--- src/rtl/bbal_pkg.sv ---
// types, constants and helpers for the bitmap block allocator
// no dependencies
package bbal_pkg;

  // bit map word geometry, fixed by the 5-bit block index field
  localparam int WORD_W = 32;
  localparam int BIT_W  = 5;

  // result status codes
  localparam logic [1:0] STATUS_OK          = 2'd0;
  localparam logic [1:0] STATUS_EXHAUSTED   = 2'd1;
  localparam logic [1:0] STATUS_INVALID     = 2'd2;
  localparam logic [1:0] STATUS_ALREADY_FREE = 2'd3;

  // request modes
  localparam logic [1:0] MODE_ALLOC  = 2'd0;
  localparam logic [1:0] MODE_FREE   = 2'd1;
  localparam logic [1:0] MODE_CLEAR  = 2'd2;

  localparam logic [31:0] POOL_BASE_RESET = 32'd4096;

  // position of the lowest clear bit of a word (isolate, then encode)
  function automatic logic [BIT_W-1:0] lowest_zero(input logic [WORD_W-1:0] w);
    logic [WORD_W-1:0] inv;
    logic [WORD_W-1:0] one;
    logic [BIT_W-1:0]  pos;
    inv = ~w;
    one = inv & (~inv + WORD_W'(1));
    pos = '0;
    for (int j = 0; j < BIT_W; j++) begin
      for (int i = 0; i < WORD_W; i++) begin
        if (i[j]) begin
          pos[j] = pos[j] | one[i];
        end
      end
    end
    return pos;
  endfunction

endpackage

--- src/rtl/bbal_ram.sv ---
// generic single-port-write, single-port-read ram with registered read
// no dependencies
module bbal_ram #(
  parameter int WIDTH = 32,
  parameter int DEPTH = 1
) (
  input  logic                                   clk,
  input  logic                                   we,
  input  logic [(DEPTH > 1 ? $clog2(DEPTH) : 1)-1:0] waddr,
  input  logic [WIDTH-1:0]                       wdata,
  input  logic [(DEPTH > 1 ? $clog2(DEPTH) : 1)-1:0] raddr,
  output logic [WIDTH-1:0]                       rdata
);

  logic [WIDTH-1:0] mem [DEPTH];

  // write port and registered read port
  always_ff @(posedge clk) begin
    if (we) begin
      mem[waddr] <= wdata;
    end
    rdata <= mem[raddr];
  end

endmodule

--- src/rtl/bitmap_block_allocator.sv ---
// bitmap block allocator: accept 1 word; the result word registers as the last step ends,
//   and the last step waits while an older result word is still stalled.
// allocate: acceptance, then one scan step per map word read (one ram read per word),
//   ending on the first word that holds a free block.
// free: range check, three divide steps, then a ram read-modify-write.
// clear, exhausted, invalid range, unused mode: acceptance, then a single emit step.
// reset: synchronous; map words are marked unwritten, no sweep.
module bitmap_block_allocator
  import bbal_pkg::*;
#(
  parameter int N_BLOCKS   = 32,
  parameter int BLOCK_SIZE = 64
) (
  input  logic        clk,
  input  logic        rst,
  // config write channel
  input  logic        cfg_valid,
  output logic        cfg_ready,
  input  logic [31:0] cfg_data,      // pool_base
  // request channel
  input  logic        s_tvalid,
  output logic        s_tready,
  input  logic [31:0] s_tdata,       // address[31:0]
  input  logic [1:0]  s_tuser,       // mode[1:0]
  // result channel
  output logic        m_tvalid,
  input  logic        m_tready,
  output logic [47:0] m_tdata,       // index[4:0], block_address[36:5],
                                     // avail_count[42:37], zero[47:43]
  output logic [1:0]  m_tuser        // status[1:0]
);

  // geometry
  localparam int NUM_WORDS = (N_BLOCKS + WORD_W - 1) / WORD_W;
  localparam int WA_W      = NUM_WORDS > 1 ? $clog2(NUM_WORDS) : 1;
  localparam int IDX_W     = N_BLOCKS > 1 ? $clog2(N_BLOCKS) : 1;
  localparam int IDXE_W    = WA_W + BIT_W;
  localparam int CNT_W     = $clog2(N_BLOCKS + 1);
  localparam int CNT_X     = CNT_W > 6 ? CNT_W : 6;
  localparam int BS_W      = $clog2(BLOCK_SIZE + 1);
  localparam int REM_BITS  = N_BLOCKS - WORD_W * (NUM_WORDS - 1);
  localparam logic [WORD_W-1:0] LAST_PAD = ~((WORD_W'(1) << REM_BITS) - WORD_W'(1));

  // offset division by reciprocal multiplication
  localparam int SPAN   = N_BLOCKS * BLOCK_SIZE;
  localparam int OFF_W  = $clog2(SPAN) + 1;
  localparam int SHIFT  = OFF_W + $clog2(BLOCK_SIZE);
  localparam int M_W    = OFF_W + 1;
  localparam int PROD_W = OFF_W + M_W;
  localparam int QB_W   = IDX_W + BS_W;
  localparam logic [63:0] RECIP = (64'd1 << SHIFT) / BLOCK_SIZE;
  localparam logic [M_W-1:0]   RECIP_V = RECIP[M_W-1:0];
  localparam logic [BS_W-1:0]  BS_V    = BS_W'(BLOCK_SIZE);
  localparam logic [OFF_W-1:0] BS_OFF  = OFF_W'(BLOCK_SIZE);
  localparam logic [31:0]      SPAN32  = 32'(SPAN);
  localparam logic [31:0]      BS32    = 32'(BLOCK_SIZE);

  typedef enum logic [2:0] {
    S_IDLE, S_ALLOC, S_DIV_MUL, S_DIV_BACK, S_DIV_FIX, S_FREE, S_EMIT
  } state_t;

  state_t               state;
  logic [31:0]          pool_base;
  logic [CNT_W-1:0]     count;
  logic [NUM_WORDS-1:0] word_valid;
  logic [WA_W-1:0]      wptr;
  logic [OFF_W-1:0]     req_off;
  logic [PROD_W-1:0]    prod;
  logic [IDX_W-1:0]     q0;
  logic [QB_W-1:0]      qb;
  logic [IDX_W-1:0]     idx;
  logic                 misalign;
  logic [1:0]           pend_status;
  logic [1:0]           out_status;
  logic [BIT_W-1:0]     out_index;
  logic [31:0]          out_addr;
  logic [5:0]           out_count;

  logic [WA_W-1:0]      wptr_next;
  logic [WORD_W-1:0]    ram_q;
  logic [WORD_W-1:0]    word_eff;
  logic [WORD_W-1:0]    search;
  logic                 has_free;
  logic [BIT_W-1:0]     bitpos;
  logic [IDXE_W-1:0]    gidx;
  logic [31:0]          alloc_addr;
  logic [IDXE_W-1:0]    idx_ext;
  logic                 bit_set;
  logic                 ram_we;
  logic [WORD_W-1:0]    ram_wdata;
  logic                 accept;
  logic                 out_free;
  logic                 out_load;
  logic [31:0]          off32;
  logic                 in_range;
  logic [IDX_W-1:0]     q0_c;
  logic [OFF_W-1:0]     rem0;
  logic [OFF_W-1:0]     rem_fix;
  logic [IDX_W-1:0]     q_fix;
  logic [IDXE_W-1:0]    q_fix_ext;
  logic [CNT_W-1:0]     cnt_out_val;
  logic [CNT_X-1:0]     cnt_out_x;

  assign cfg_ready = 1'b1;
  assign s_tready  = (state == S_IDLE);
  assign accept    = s_tvalid & s_tready;
  assign out_free  = !m_tvalid || m_tready;
  assign m_tdata   = {5'd0, out_count, out_addr, out_index};
  assign m_tuser   = out_status;

  // result register loads on the last step of a request
  assign out_load  = out_free && ((state == S_ALLOC && has_free) ||
                                  state == S_FREE || state == S_EMIT);

  // bit map store, one word per 32 blocks
  bbal_ram #(
    .WIDTH(WORD_W),
    .DEPTH(NUM_WORDS)
  ) u_map (
    .clk  (clk),
    .we   (ram_we),
    .waddr(wptr),
    .wdata(ram_wdata),
    .raddr(wptr_next),
    .rdata(ram_q)
  );

  // word under examination; unwritten words read as all free, pad bits as taken
  assign word_eff = word_valid[wptr] ? ram_q : '0;
  assign search   = word_eff | ((wptr == WA_W'(NUM_WORDS - 1)) ? LAST_PAD : '0);
  assign has_free = ~&search;
  assign bitpos   = lowest_zero(search);
  assign gidx     = {wptr, bitpos};
  assign alloc_addr = pool_base + 32'(gidx) * BS32;

  // block being freed
  assign idx_ext  = IDXE_W'(idx);
  assign bit_set  = word_eff[idx_ext[BIT_W-1:0]];

  // range check on the incoming address
  assign off32    = s_tdata - pool_base;
  assign in_range = (s_tdata != 32'd0) && (s_tdata >= pool_base) && (off32 < SPAN32);

  // quotient estimate and one-step correction
  assign q0_c      = IDX_W'(prod >> SHIFT);
  assign rem0      = req_off - OFF_W'(qb);
  assign rem_fix   = (rem0 >= BS_OFF) ? rem0 - BS_OFF : rem0;
  assign q_fix     = (rem0 >= BS_OFF) ? IDX_W'(q0 + 1'b1) : q0;
  assign q_fix_ext = IDXE_W'(q_fix);

  // read address, write-back and reported count
  always_comb begin
    wptr_next   = wptr;
    ram_we      = 1'b0;
    ram_wdata   = word_eff;
    cnt_out_val = count;
    case (state)
      S_IDLE: begin
        wptr_next = '0;
      end
      S_ALLOC: begin
        cnt_out_val = CNT_W'(count - 1'b1);
        ram_wdata   = word_eff | (WORD_W'(1) << bitpos);
        if (has_free) begin
          ram_we = out_free;
        end else begin
          wptr_next = WA_W'(wptr + 1'b1);
        end
      end
      S_DIV_FIX: begin
        wptr_next = q_fix_ext[IDXE_W-1:BIT_W];
      end
      S_FREE: begin
        ram_wdata = word_eff & ~(WORD_W'(1) << idx_ext[BIT_W-1:0]);
        if (!misalign && bit_set) begin
          ram_we      = out_free;
          cnt_out_val = CNT_W'(count + 1'b1);
        end
      end
      default: begin
        wptr_next = wptr;
      end
    endcase
  end

  assign cnt_out_x = CNT_X'(cnt_out_val);

  // state, map bookkeeping and result register
  always_ff @(posedge clk) begin
    if (rst) begin
      state      <= S_IDLE;
      m_tvalid   <= 1'b0;
      pool_base  <= POOL_BASE_RESET;
      count      <= CNT_W'(N_BLOCKS);
      word_valid <= '0;
      wptr       <= '0;
    end else begin
      wptr <= wptr_next;
      if (cfg_valid) begin
        pool_base <= cfg_data;
      end
      if (out_load) begin
        m_tvalid <= 1'b1;
      end else if (m_tready) begin
        m_tvalid <= 1'b0;
      end
      if (ram_we) begin
        word_valid[wptr] <= 1'b1;
      end
      case (state)
        S_IDLE: begin
          if (accept) begin
            case (s_tuser)
              MODE_ALLOC: begin
                if (count == '0) begin
                  pend_status <= STATUS_EXHAUSTED;
                  state       <= S_EMIT;
                end else begin
                  state <= S_ALLOC;
                end
              end
              MODE_FREE: begin
                req_off <= off32[OFF_W-1:0];
                if (in_range) begin
                  state <= S_DIV_MUL;
                end else begin
                  pend_status <= STATUS_INVALID;
                  state       <= S_EMIT;
                end
              end
              MODE_CLEAR: begin
                word_valid  <= '0;
                count       <= CNT_W'(N_BLOCKS);
                pend_status <= STATUS_OK;
                state       <= S_EMIT;
              end
              default: begin
                pend_status <= STATUS_OK;
                state       <= S_EMIT;
              end
            endcase
          end
        end
        S_ALLOC: begin
          if (has_free && out_free) begin
            out_status <= STATUS_OK;
            out_index  <= bitpos;
            out_addr   <= alloc_addr;
            out_count  <= cnt_out_x[5:0];
            count      <= cnt_out_val;
            state      <= S_IDLE;
          end
        end
        S_DIV_MUL: begin
          prod  <= req_off * RECIP_V;
          state <= S_DIV_BACK;
        end
        S_DIV_BACK: begin
          q0    <= q0_c;
          qb    <= q0_c * BS_V;
          state <= S_DIV_FIX;
        end
        S_DIV_FIX: begin
          idx      <= q_fix;
          misalign <= (rem_fix != '0);
          state    <= S_FREE;
        end
        S_FREE: begin
          if (out_free) begin
            out_addr  <= 32'd0;
            out_count <= cnt_out_x[5:0];
            count     <= cnt_out_val;
            state     <= S_IDLE;
            if (misalign) begin
              out_status <= STATUS_INVALID;
              out_index  <= '0;
            end else if (!bit_set) begin
              out_status <= STATUS_ALREADY_FREE;
              out_index  <= idx_ext[BIT_W-1:0];
            end else begin
              out_status <= STATUS_OK;
              out_index  <= idx_ext[BIT_W-1:0];
            end
          end
        end
        S_EMIT: begin
          if (out_free) begin
            out_status <= pend_status;
            out_index  <= '0;
            out_addr   <= 32'd0;
            out_count  <= cnt_out_x[5:0];
            state      <= S_IDLE;
          end
        end
        default: begin
          state <= S_IDLE;
        end
      endcase
    end
  end

endmodule

--- config.mk ---
export PLATFORM = sky130hd
export DESIGN_NAME = bitmap_block_allocator
export DESIGN_NICKNAME = d
export VERILOG_FILES = /design/src/rtl/bbal_pkg.sv /design/src/rtl/bbal_ram.sv /design/src/rtl/bitmap_block_allocator.sv
export SDC_FILE = /design/constraint.sdc
export NUM_CORES = 1
export LEC_CHECK = 0
export ABC_AREA = 0
export BUFFER_PORTS_ARGS = -buffer_cell sky130_fd_sc_hd__buf_4
export CORE_MARGIN = 2
export CORE_UTILIZATION = 39
export CTS_CLUSTER_DIAMETER = 40
export DETAILED_ROUTE_END_ITERATION = 16
export SETUP_SLACK_MARGIN = 0.1
export SLEW_MARGIN = 20
export SYNTH_ARGS = -nofsm -noshare
export SYNTH_HDL_FRONTEND = slang
export SYNTH_HIERARCHICAL = 1
export SYNTH_SLANG_ARGS = --single-unit
--- constraint.sdc ---
create_clock -name clk -period 10.57 [get_ports clk]
set_input_delay 1.057 -clock clk [delete_from_list [all_inputs] [get_ports clk]]
set_output_delay 1.057 -clock clk [all_outputs]
set_load 0.02 [all_outputs]
==> results of run 1 <==
final cells by class:
| cell class | instances | share of cell area |
|---|---|---|
| flip-flops and latches | 183 | 0.3496 |
| clock inverters | 15 | 0.01331 |
| clock buffers | 17 | 0.03141 |
| repair buffers | 125 | 0.06930 |
| inverters | 76 | 0.02107 |
| well taps | 390 | 0.03603 |
| multi-input cells | 972 | 0.4793 |
worst max-delay path by stage:
stage / start / to / slack [ns] / depth (start not counted)
after global placement: s_tdata[0] / pend_status[0] / 6.23 / 13
after detailed placement: s_tdata[0] / pend_status[0] / 6.12 / 13
after floorplan: s_tdata[0] / pend_status[0] / 6.90 / 12
after global routing: word_valid / out_addr[31] / 5.86 / 15
final: word_valid / out_addr[20] / 6.10 / 15
after CTS: word_valid / out_addr[20] / 6.21 / 15
metrics by stage:
step,setup slack [ns],util,instances,hold WS [ns],instance area (sq um)
5_1_grt,5.863,0.4557,1778,0.3499,13540
4_1_cts,6.205,0.4555,1778,0.3402,13540
2_1_floorplan,6.901,-,1303,0.3233,11830
3_5_place_dp,6.119,0.4351,1746,0.3269,12930
6_report,6.100,0.4557,1778,0.3390,13540
3_3_place_gp,6.229,0.4351,1746,0.3236,12930
logic make-up after synthesis:
| kind of cell | Yosys count |
|---|---|
| simple gates | 495 |
| compound gates | 337 |
| flops | 183 |
| buf+inv | 148 |
| fa+ha+maj | 53 |
| mux | 43 |
| xor+xnor | 38 |
| other cells | 2 |
synth_stat cells, types with 4 or more instances:
cell type	n	area share
sky130_fd_sc_hd__and3_1	12	0.0064
sky130_fd_sc_hd__a21o_1	16	0.010
sky130_fd_sc_hd__a22o_1	4	0.0030
sky130_fd_sc_hd__o41ai_1	10	0.0074
sky130_fd_sc_hd__or2_2	5	0.0026
sky130_fd_sc_hd__a2111o_1	6	0.0057
sky130_fd_sc_hd__o21a_1	14	0.0089
sky130_fd_sc_hd__nand4b_1	5	0.0037
sky130_fd_sc_hd__and2_1	11	0.0058
sky130_fd_sc_hd__mux2i_1	36	0.031
sky130_fd_sc_hd__o22ai_1	17	0.0090
sky130_fd_sc_hd__clkbuf_1	49	0.016
sky130_fd_sc_hd__o21ai_1	4	0.0017
sky130_fd_sc_hd__a41oi_1	4	0.0030
sky130_fd_sc_hd__nor2_1	120	0.038
sky130_fd_sc_hd__or3_1	14	0.0074
sky130_fd_sc_hd__o211ai_1	29	0.018
sky130_fd_sc_hd__inv_1	76	0.024
sky130_fd_sc_hd__dfxtp_1	76	0.13
sky130_fd_sc_hd__nand3_1	34	0.014
sky130_fd_sc_hd__nor4b_1	20	0.015
sky130_fd_sc_hd__o31ai_1	7	0.0044
sky130_fd_sc_hd__ha_1	48	0.051
sky130_fd_sc_hd__nand4_1	37	0.020
sky130_fd_sc_hd__xor2_1	14	0.010
sky130_fd_sc_hd__buf_4	11	0.0070
sky130_fd_sc_hd__o21ai_0	62	0.026
sky130_fd_sc_hd__o311ai_0	6	0.0044
sky130_fd_sc_hd__buf_2	7	0.0030
sky130_fd_sc_hd__a21boi_0	6	0.0038
sky130_fd_sc_hd__a211oi_1	14	0.0089
sky130_fd_sc_hd__nor3b_1	5	0.0032
sky130_fd_sc_hd__nor3_1	30	0.013
sky130_fd_sc_hd__a21oi_1	58	0.025
sky130_fd_sc_hd__xnor2_1	24	0.018
sky130_fd_sc_hd__and4_1	15	0.011
sky130_fd_sc_hd__nor2b_1	8	0.0042
sky130_fd_sc_hd__nor4_1	25	0.013
sky130_fd_sc_hd__a211o_1	15	0.011
sky130_fd_sc_hd__edfxtp_1	107	0.27
sky130_fd_sc_hd__nand2_1	114	0.036
sky130_fd_sc_hd__a31oi_1	26	0.014
sky130_fd_sc_hd__nand2b_1	19	0.010
report_power, final:
group / total (mW) / leakage, nW / internal, mW / switching (mW)
logic: 0.656 / 3.18 / 0.239 / 0.418
registers: 0.948 / 1.62 / 0.866 / 0.0824
clock network: 0.652 / 0.291 / 0.320 / 0.331
total: 2.26 / 5.10 / 1.42 / 0.831
per-layer routing:
layer | track usage | wire length [microns] | vias to the layer above
met1 | 0.3101 | 16230 | 5097
met2 | 0.3729 | 16730 | 403
met4 | 0.07172 | 787 | 0
met3 | 0.04454 | 2309 | 49
met5 | 0 | 0 | -
li1 | - | - | 5039
flip-flops by register name (all words and copies together) (netlist names):
signal       count
count            6
idx              5
m_tuser          2
m_tvalid         1
misalign         1
out_addr        32
out_count        6
out_index        5
pend_status      2
pool_base       32
prod             5
q0               5
req_off         12
state            3
u_map/mem       32
u_map/rdata     32
word_valid       1
wptr             1
critical path, delay by kind of cell, from the launching register on:
| family | cells | cell delay (ns) |
|---|---|---|
| multiplexers | 1 | 0.20 |
| AO/OA/AOI/OAI | 2 | 0.46 |
| adder cells (fa/ha/maj) | 1 | 0.36 |
| buffers and inverters | 2 | 0.41 |
| flip-flops | 1 | 0.30 |
| AND/OR/NAND/NOR | 9 | 2.47 |
==> results.rst, run 1 <==
.. list-table::
   :header-rows: 1

   * - Metric
     - Value
   * - Share of final-layout standard cells stronger than drive strength 1
     - 0.1412
   * - List of cells traversed by the critical path
     - buf_4 > nand2_1 > and4bb_1 > nand3_1 > nor3_1 > nand4b_1 > nand3_1 > nor4_1 > inv_1 > ha_1 > a21o_1 > o221ai_1 > nand2_2 > mux2i_1 > or3_1
   * - Simple logic cell fraction of the synthesized area
     - 0.2210
   * - End of the worst register-to-register path
     - out_addr[20]
   * - DIE HEIGHT
     - around 180 microns
   * - Arrival time worst endpoint
     - 4.67 ns
   * - Pwr dens
     - about 170 mW/mm^2
   * - Worst rel slew slack
     - 0.3428
   * - Main combinational cell family by area after synthesis
     - simple AND/OR/NAND/NOR gates
   * - RSZ-0062 raised after global routing
     - no
   * - Overall power of the completed layout
     - about 2.3 mW
   * - Max-slew violations
     - 0
   * - Total Negative Setup Slacks
     - 0 ns
   * - Yosys warning total
     - 6
   * - GPL Wtd Cong
     - roughly 0.92
   * - Hold_buf cts
     - 0
   * - Max stage delay on crit path
     - approximately 0.84 ns
   * - Die Footprint
     - 0.03169 sq mm
   * - Clock tree from TritonCTS
     - yes
   * - Count of different cell masters after synthesis
     - 92
   * - Setup slack of the worst register-to-register path
     - ~6.1 ns
   * - Static Leak
     - between 5 and 6 nW
   * - Commonest non-fill, non-tap cell in the layout
     - sky130_fd_sc_hd__buf_4
   * - Final global-route overflow total
     - 0
   * - Sequential share of the synthesized area
     - 0.4008
   * - IO Pins
     - ~120
   * - Growth of design area from synthesis to finish
     - 14.65%
   * - Clock insertion delay at the later pin of the skew report
     - between 0.4 and 0.5 ns
   * - Max IR drop VDD
     - between 0.1 and 0.15 mV
   * - Primary FF master, synth
     - sky130_fd_sc_hd__edfxtp_1
   * - Via Count
     - roughly 11000
   * - Top fanout value on the critical path
     - 54
   * - Min cycle time layout
     - between 4 and 5 ns
   * - Largest net degree at the start of global routing
     - between 70 and 80
   * - # H-tree levels
     - 4
   * - Max Buffers Root-to-Sink
     - 2
   * - Per-cell via count in the routed design
     - between 5 and 6
   * - Post-synthesis average cell area
     - between 9 and 10 sq um
   * - Storage element area
     - approximately 0.0047 sq mm
   * - Detailed-router iteration count before antenna repair
     - 6
   * - Number of storage elements in the synthesis netlist
     - roughly 180
   * - Max capacitance violation total
     - 0
   * - Capture endpoint of the worst hold path
     - u_map/rdata[5]
   * - Initial antenna violation count
     - 0
   * - Total number of clock tree sinks
     - 183
   * - Clk_skew
     - between 0.01 and 0.015 ns
   * - Syn Std Cell Area
     - roughly 0.012 sq mm
   * - Die Span X
     - between 150 and 200 microns
   * - Diode count
     - 0
   * - Drc violations
     - 0
   * - DRC marker count from the first detailed-route iteration
     - roughly 1100
   * - Highest-delay cell along the critical path
     - sky130_fd_sc_hd__nor4_1
   * - Highest clock frequency the design can meet
     - roughly 0.22 GHz
   * - Worst Path Class, Setup
     - flip-flop to flip-flop
   * - Overall track demand over capacity in global routing
     - 0.2301
   * - Remaining antenna violation count
     - 0
   * - Count of instances resized after the clock tree is built
     - 0
   * - Worst hold path depth
     - 0
   * - XOR/XNOR share of the synthesized area
     - 0.02818
   * - Clock buffers created by TritonCTS
     - 17
   * - Worst slew pin tran
     - around 1 ns
   * - Most frequent cell on the critical path
     - sky130_fd_sc_hd__nand3_1
   * - Critical hold path startpoint
     - u_map/mem[0][5]
   * - Final cycle utilization of the critical path
     - 0.4229
   * - Fraction of the mapped netlist area in compound gates
     - 0.1972
   * - CORE AREA
     - slightly below 0.03 sq mm
   * - Depth of the worst register-to-register path
     - 15
   * - Crit end category
     - flip-flop
   * - Clock transition at the registers of the reported paths
     - roughly 0.08 ns
   * - Detailed-placement wirelength estimate
     - around 27 mm
   * - Final routed wire length divided by cell count
     - a little over 20 microns
   * - Routed wire length
     - between 30 and 40 mm
   * - Post-Synthesis Cells
     - between 1000 and 1500
   * - Final hold viol count
     - 0
   * - Required arrival time at the worst endpoint
     - about 11 ns
   * - Multi-input gate area in the final layout
     - 0.006490 sq mm
   * - Number of enable flip-flop cells after synthesis
     - approximately 110
   * - Outcome
     - complete, no violations
   * - Adder-cell area share of the yosys netlist
     - 0.05763
   * - Starting density of the core
     - 0.3975
   * - Root cell of the clock tree
     - sky130_fd_sc_hd__clkbuf_16
   * - Most frequent cells in the layout
     - sky130_fd_sc_hd__buf_4, sky130_fd_sc_hd__nor2_1, sky130_fd_sc_hd__nand2_1, sky130_fd_sc_hd__edfxtp_1
   * - Portion of netlist area occupied by mux cells
     - 0.04195
   * - Site row count
     - between 60 and 70
   * - First-pass GRT wire length
     - 55.75 mm
   * - Nets@finish
     - approximately 1500
   * - Setup Fix Bufs, Post-CTS
     - 0
   * - Startpoint of the most critical register-to-register path
     - word_valid
   * - Class of the tightest hold or removal check
     - flip-flop to flip-flop
   * - # fillers
     - approximately 2800
   * - Share of flip-flops with an asynchronous set or reset
     - 0
   * - Via count of the first global-routing pass
     - around 10000
   * - Number of setup violations in the final report
     - 0
   * - Critical Path Source Type
     - flip-flop
   * - Port buffer count
     - 117
No activity file was read; power rests on OpenSTA's default activity.
==> inputs of run 2 (changes only) <==
Clock period 10.57 ns to 4.2 ns, I/O delays scaled along.
==> run 2 against run 1 <==
Net effect:
- design area is 1.7% higher
- sequential share of layout area is 0.58 points lower
- non-clock buffer count is 28 higher
- power grew to 2.5 times the previous value
- cell count is 1.6% higher
- fmax is 15% higher
- via count is 0.70% higher
- critical path depth is 2 higher
- critical path type unchanged
==> results.rst, run 2 (synthesis results as in run 1) <==
.. list-table::
   :header-rows: 1

   * - Metric
     - Value
   * - Commonest non-fill, non-tap cell in the layout
     - sky130_fd_sc_hd__buf_4
   * - Diode count
     - 0
   * - Most frequent cells in the layout
     - sky130_fd_sc_hd__buf_4, sky130_fd_sc_hd__nor2_1, sky130_fd_sc_hd__nand2_1, sky130_fd_sc_hd__edfxtp_1
   * - Growth of design area from synthesis to finish
     - 16.60%
   * - IO Pins
     - about 120
   * - Pwr dens
     - 417.0 mW/mm^2
   * - Hold_buf cts
     - 0
   * - DIE HEIGHT
     - about 180 microns
   * - Root cell of the clock tree
     - sky130_fd_sc_hd__clkbuf_16
   * - Clock buffers created by TritonCTS
     - 17
   * - Final cycle utilization of the critical path
     - 0.9236
   * - Detailed-router iteration count before antenna repair
     - 6
   * - Worst slew pin tran
     - about 0.96 ns
   * - Top fanout value on the critical path
     - 8
   * - Worst slack at placement
     - 0.1965 ns
   * - Initial antenna violation count
     - 0
   * - Die Span X
     - ~180 microns
   * - Clock insertion delay at the later pin of the skew report
     - 0.46 ns
   * - Max-slew violations
     - 0
   * - Drc violations
     - 0
   * - Share of final-layout standard cells stronger than drive strength 1
     - 0.1603
   * - DRC marker count from the first detailed-route iteration
     - roughly 1100
   * - Largest net degree at the start of global routing
     - 55
   * - Arrival time worst endpoint
     - 4.20 ns
   * - Placement Cell Area
     - 0.01312 sq mm
   * - Multi-input gate area in the final layout
     - ~0.0065 sq mm
   * - Detailed-placement wirelength estimate
     - around 28 mm
   * - Clock tree from TritonCTS
     - yes
   * - Port buffer count
     - ~120
   * - Via count of the first global-routing pass
     - 10070
   * - Remaining antenna violation count
     - 0
   * - Total Negative Setup Slacks
     - 0 ns
   * - Routed wire length
     - 38.03 mm
   * - Nets@finish
     - about 1500
   * - Final routed wire length divided by cell count
     - between 20 and 25 microns
   * - Clk_skew
     - approximately 0.021 ns
   * - Max capacitance violation total
     - 0
   * - # fillers
     - roughly 2900
   * - Worst rel slew slack
     - 0.3588
   * - Total number of clock tree sinks
     - ~180
   * - Final critical-path setup slack
     - 0.3211 ns
   * - Class of the tightest hold or removal check
     - primary input to flip-flop
   * - Starting density of the core
     - 0.3975
   * - Highest clock frequency the design can meet
     - 0.2578 GHz
   * - Die Footprint
     - between 0.03 and 0.04 sq mm
   * - Final core utilization
     - 0.4634
   * - GPL Wtd Cong
     - 0.9752
   * - First-pass GRT wire length
     - 57.76 mm
   * - Clock transition at the registers of the reported paths
     - 0.08 ns
   * - Final global-route overflow total
     - 0
   * - Site row count
     - 63
   * - Max IR drop VDD
     - ~0.29 mV
   * - RSZ-0062 raised after global routing
     - no
   * - Critical Path Source Type
     - flip-flop
   * - Static Leak
     - approximately 5.2 nW
   * - Outcome
     - complete, no violations
   * - Worst hold slack across all endpoints
     - between 0.15 and 0.2 ns
   * - Worst Path Class, Setup
     - flip-flop to flip-flop
   * - Final hold viol count
     - 0
   * - Min cycle time layout
     - 3.879 ns
   * - Final Cell Area
     - between 0.01 and 0.015 sq mm
   * - Crit end category
     - flip-flop
   * - Max Buffers Root-to-Sink
     - 2
   * - # H-tree levels
     - 4
   * - Via Count
     - about 11000
   * - CORE AREA
     - slightly below 0.03 sq mm
   * - Overall track demand over capacity in global routing
     - 0.2413
   * - Storage element area
     - about 0.0047 sq mm
   * - Number of setup violations in the final report
     - 0
   * - Required arrival time at the worst endpoint
     - around 4.5 ns
   * - Per-cell via count in the routed design
     - between 5 and 6
-- run 2: final cells by class --
type                    instances  area share
flip-flops and latches        183      0.3438
multi-input cells             972      0.4733
clock inverters                 9    0.005542
inverters                      76     0.02071
clock buffers                  23     0.03779
repair buffers                153     0.08340
well taps                     390     0.03543
-- run 2: final timing paths --
check	start	end	slack [ns]	cells past startpoint
setup / recovery	word_valid	out_addr[28]	0.32	17
hold / removal	cfg_data[4]	pool_base[4]	0.19	3
setup reg to reg	word_valid	out_addr[28]	0.32	17
hold reg to reg	u_map/mem[0][5]	u_map/rdata[5]	0.34	0
-- run 2: where the power goes --
group          internal (mW)  switching, mW  total, mW
registers               2.18          0.205       2.39
logic                  0.631           1.08       1.71
clock network          0.890          0.759       1.65
total                   3.70           2.04       5.74
-- run 2: timing repair --
action | in CTS | in global routing
endpoints found under the setup margin | 0 | 8
buffers inserted | 0 | 4
endpoints found under the hold margin | 0 | 0
resized for setup | 0 | 5
-- run 2: per-layer routing --
layer | share of wire | vias up | wire [microns] | GRT usage
met5 | 0 | - | 0 | 0
met4 | 0.024 | 0 | 912 | 0.08299
met3 | 0.059 | 52 | 2235 | 0.04263
met2 | 0.46 | 408 | 17620 | 0.3832
met1 | 0.45 | 5107 | 17270 | 0.3312
li1 | - | 5095 | - | -
-- run 2: worst max-delay path, stage by stage, from the launching register on --
cell and delay, ns:
sky130_fd_sc_hd__dfxtp_1 0.41, sky130_fd_sc_hd__buf_4 0.21, sky130_fd_sc_hd__and4_1 0.17, sky130_fd_sc_hd__and3_1 0.23, sky130_fd_sc_hd__and4_1 0.26, sky130_fd_sc_hd__nand3_1 0.11, sky130_fd_sc_hd__nand3_1 0.12, sky130_fd_sc_hd__or3b_4 0.45
sky130_fd_sc_hd__ha_1 0.21, sky130_fd_sc_hd__inv_1 0.07, sky130_fd_sc_hd__fa_1 0.19, sky130_fd_sc_hd__inv_1 0.05, sky130_fd_sc_hd__a21o_1 0.22, sky130_fd_sc_hd__a31oi_2 0.26, sky130_fd_sc_hd__nand2_4 0.13, sky130_fd_sc_hd__buf_4 0.17
sky130_fd_sc_hd__a2111o_1 0.40, sky130_fd_sc_hd__nand3_1 0.08
-- run 2: per-stage QoR --
stage | cells | power [mW]
global placement | 1770 | 4.109
CTS | 1802 | 5.763
detailed placement | 1770 | 4.113
floorplan | 1303 | 3.462
finish | 1806 | 5.743
global route | 1806 | 6.018
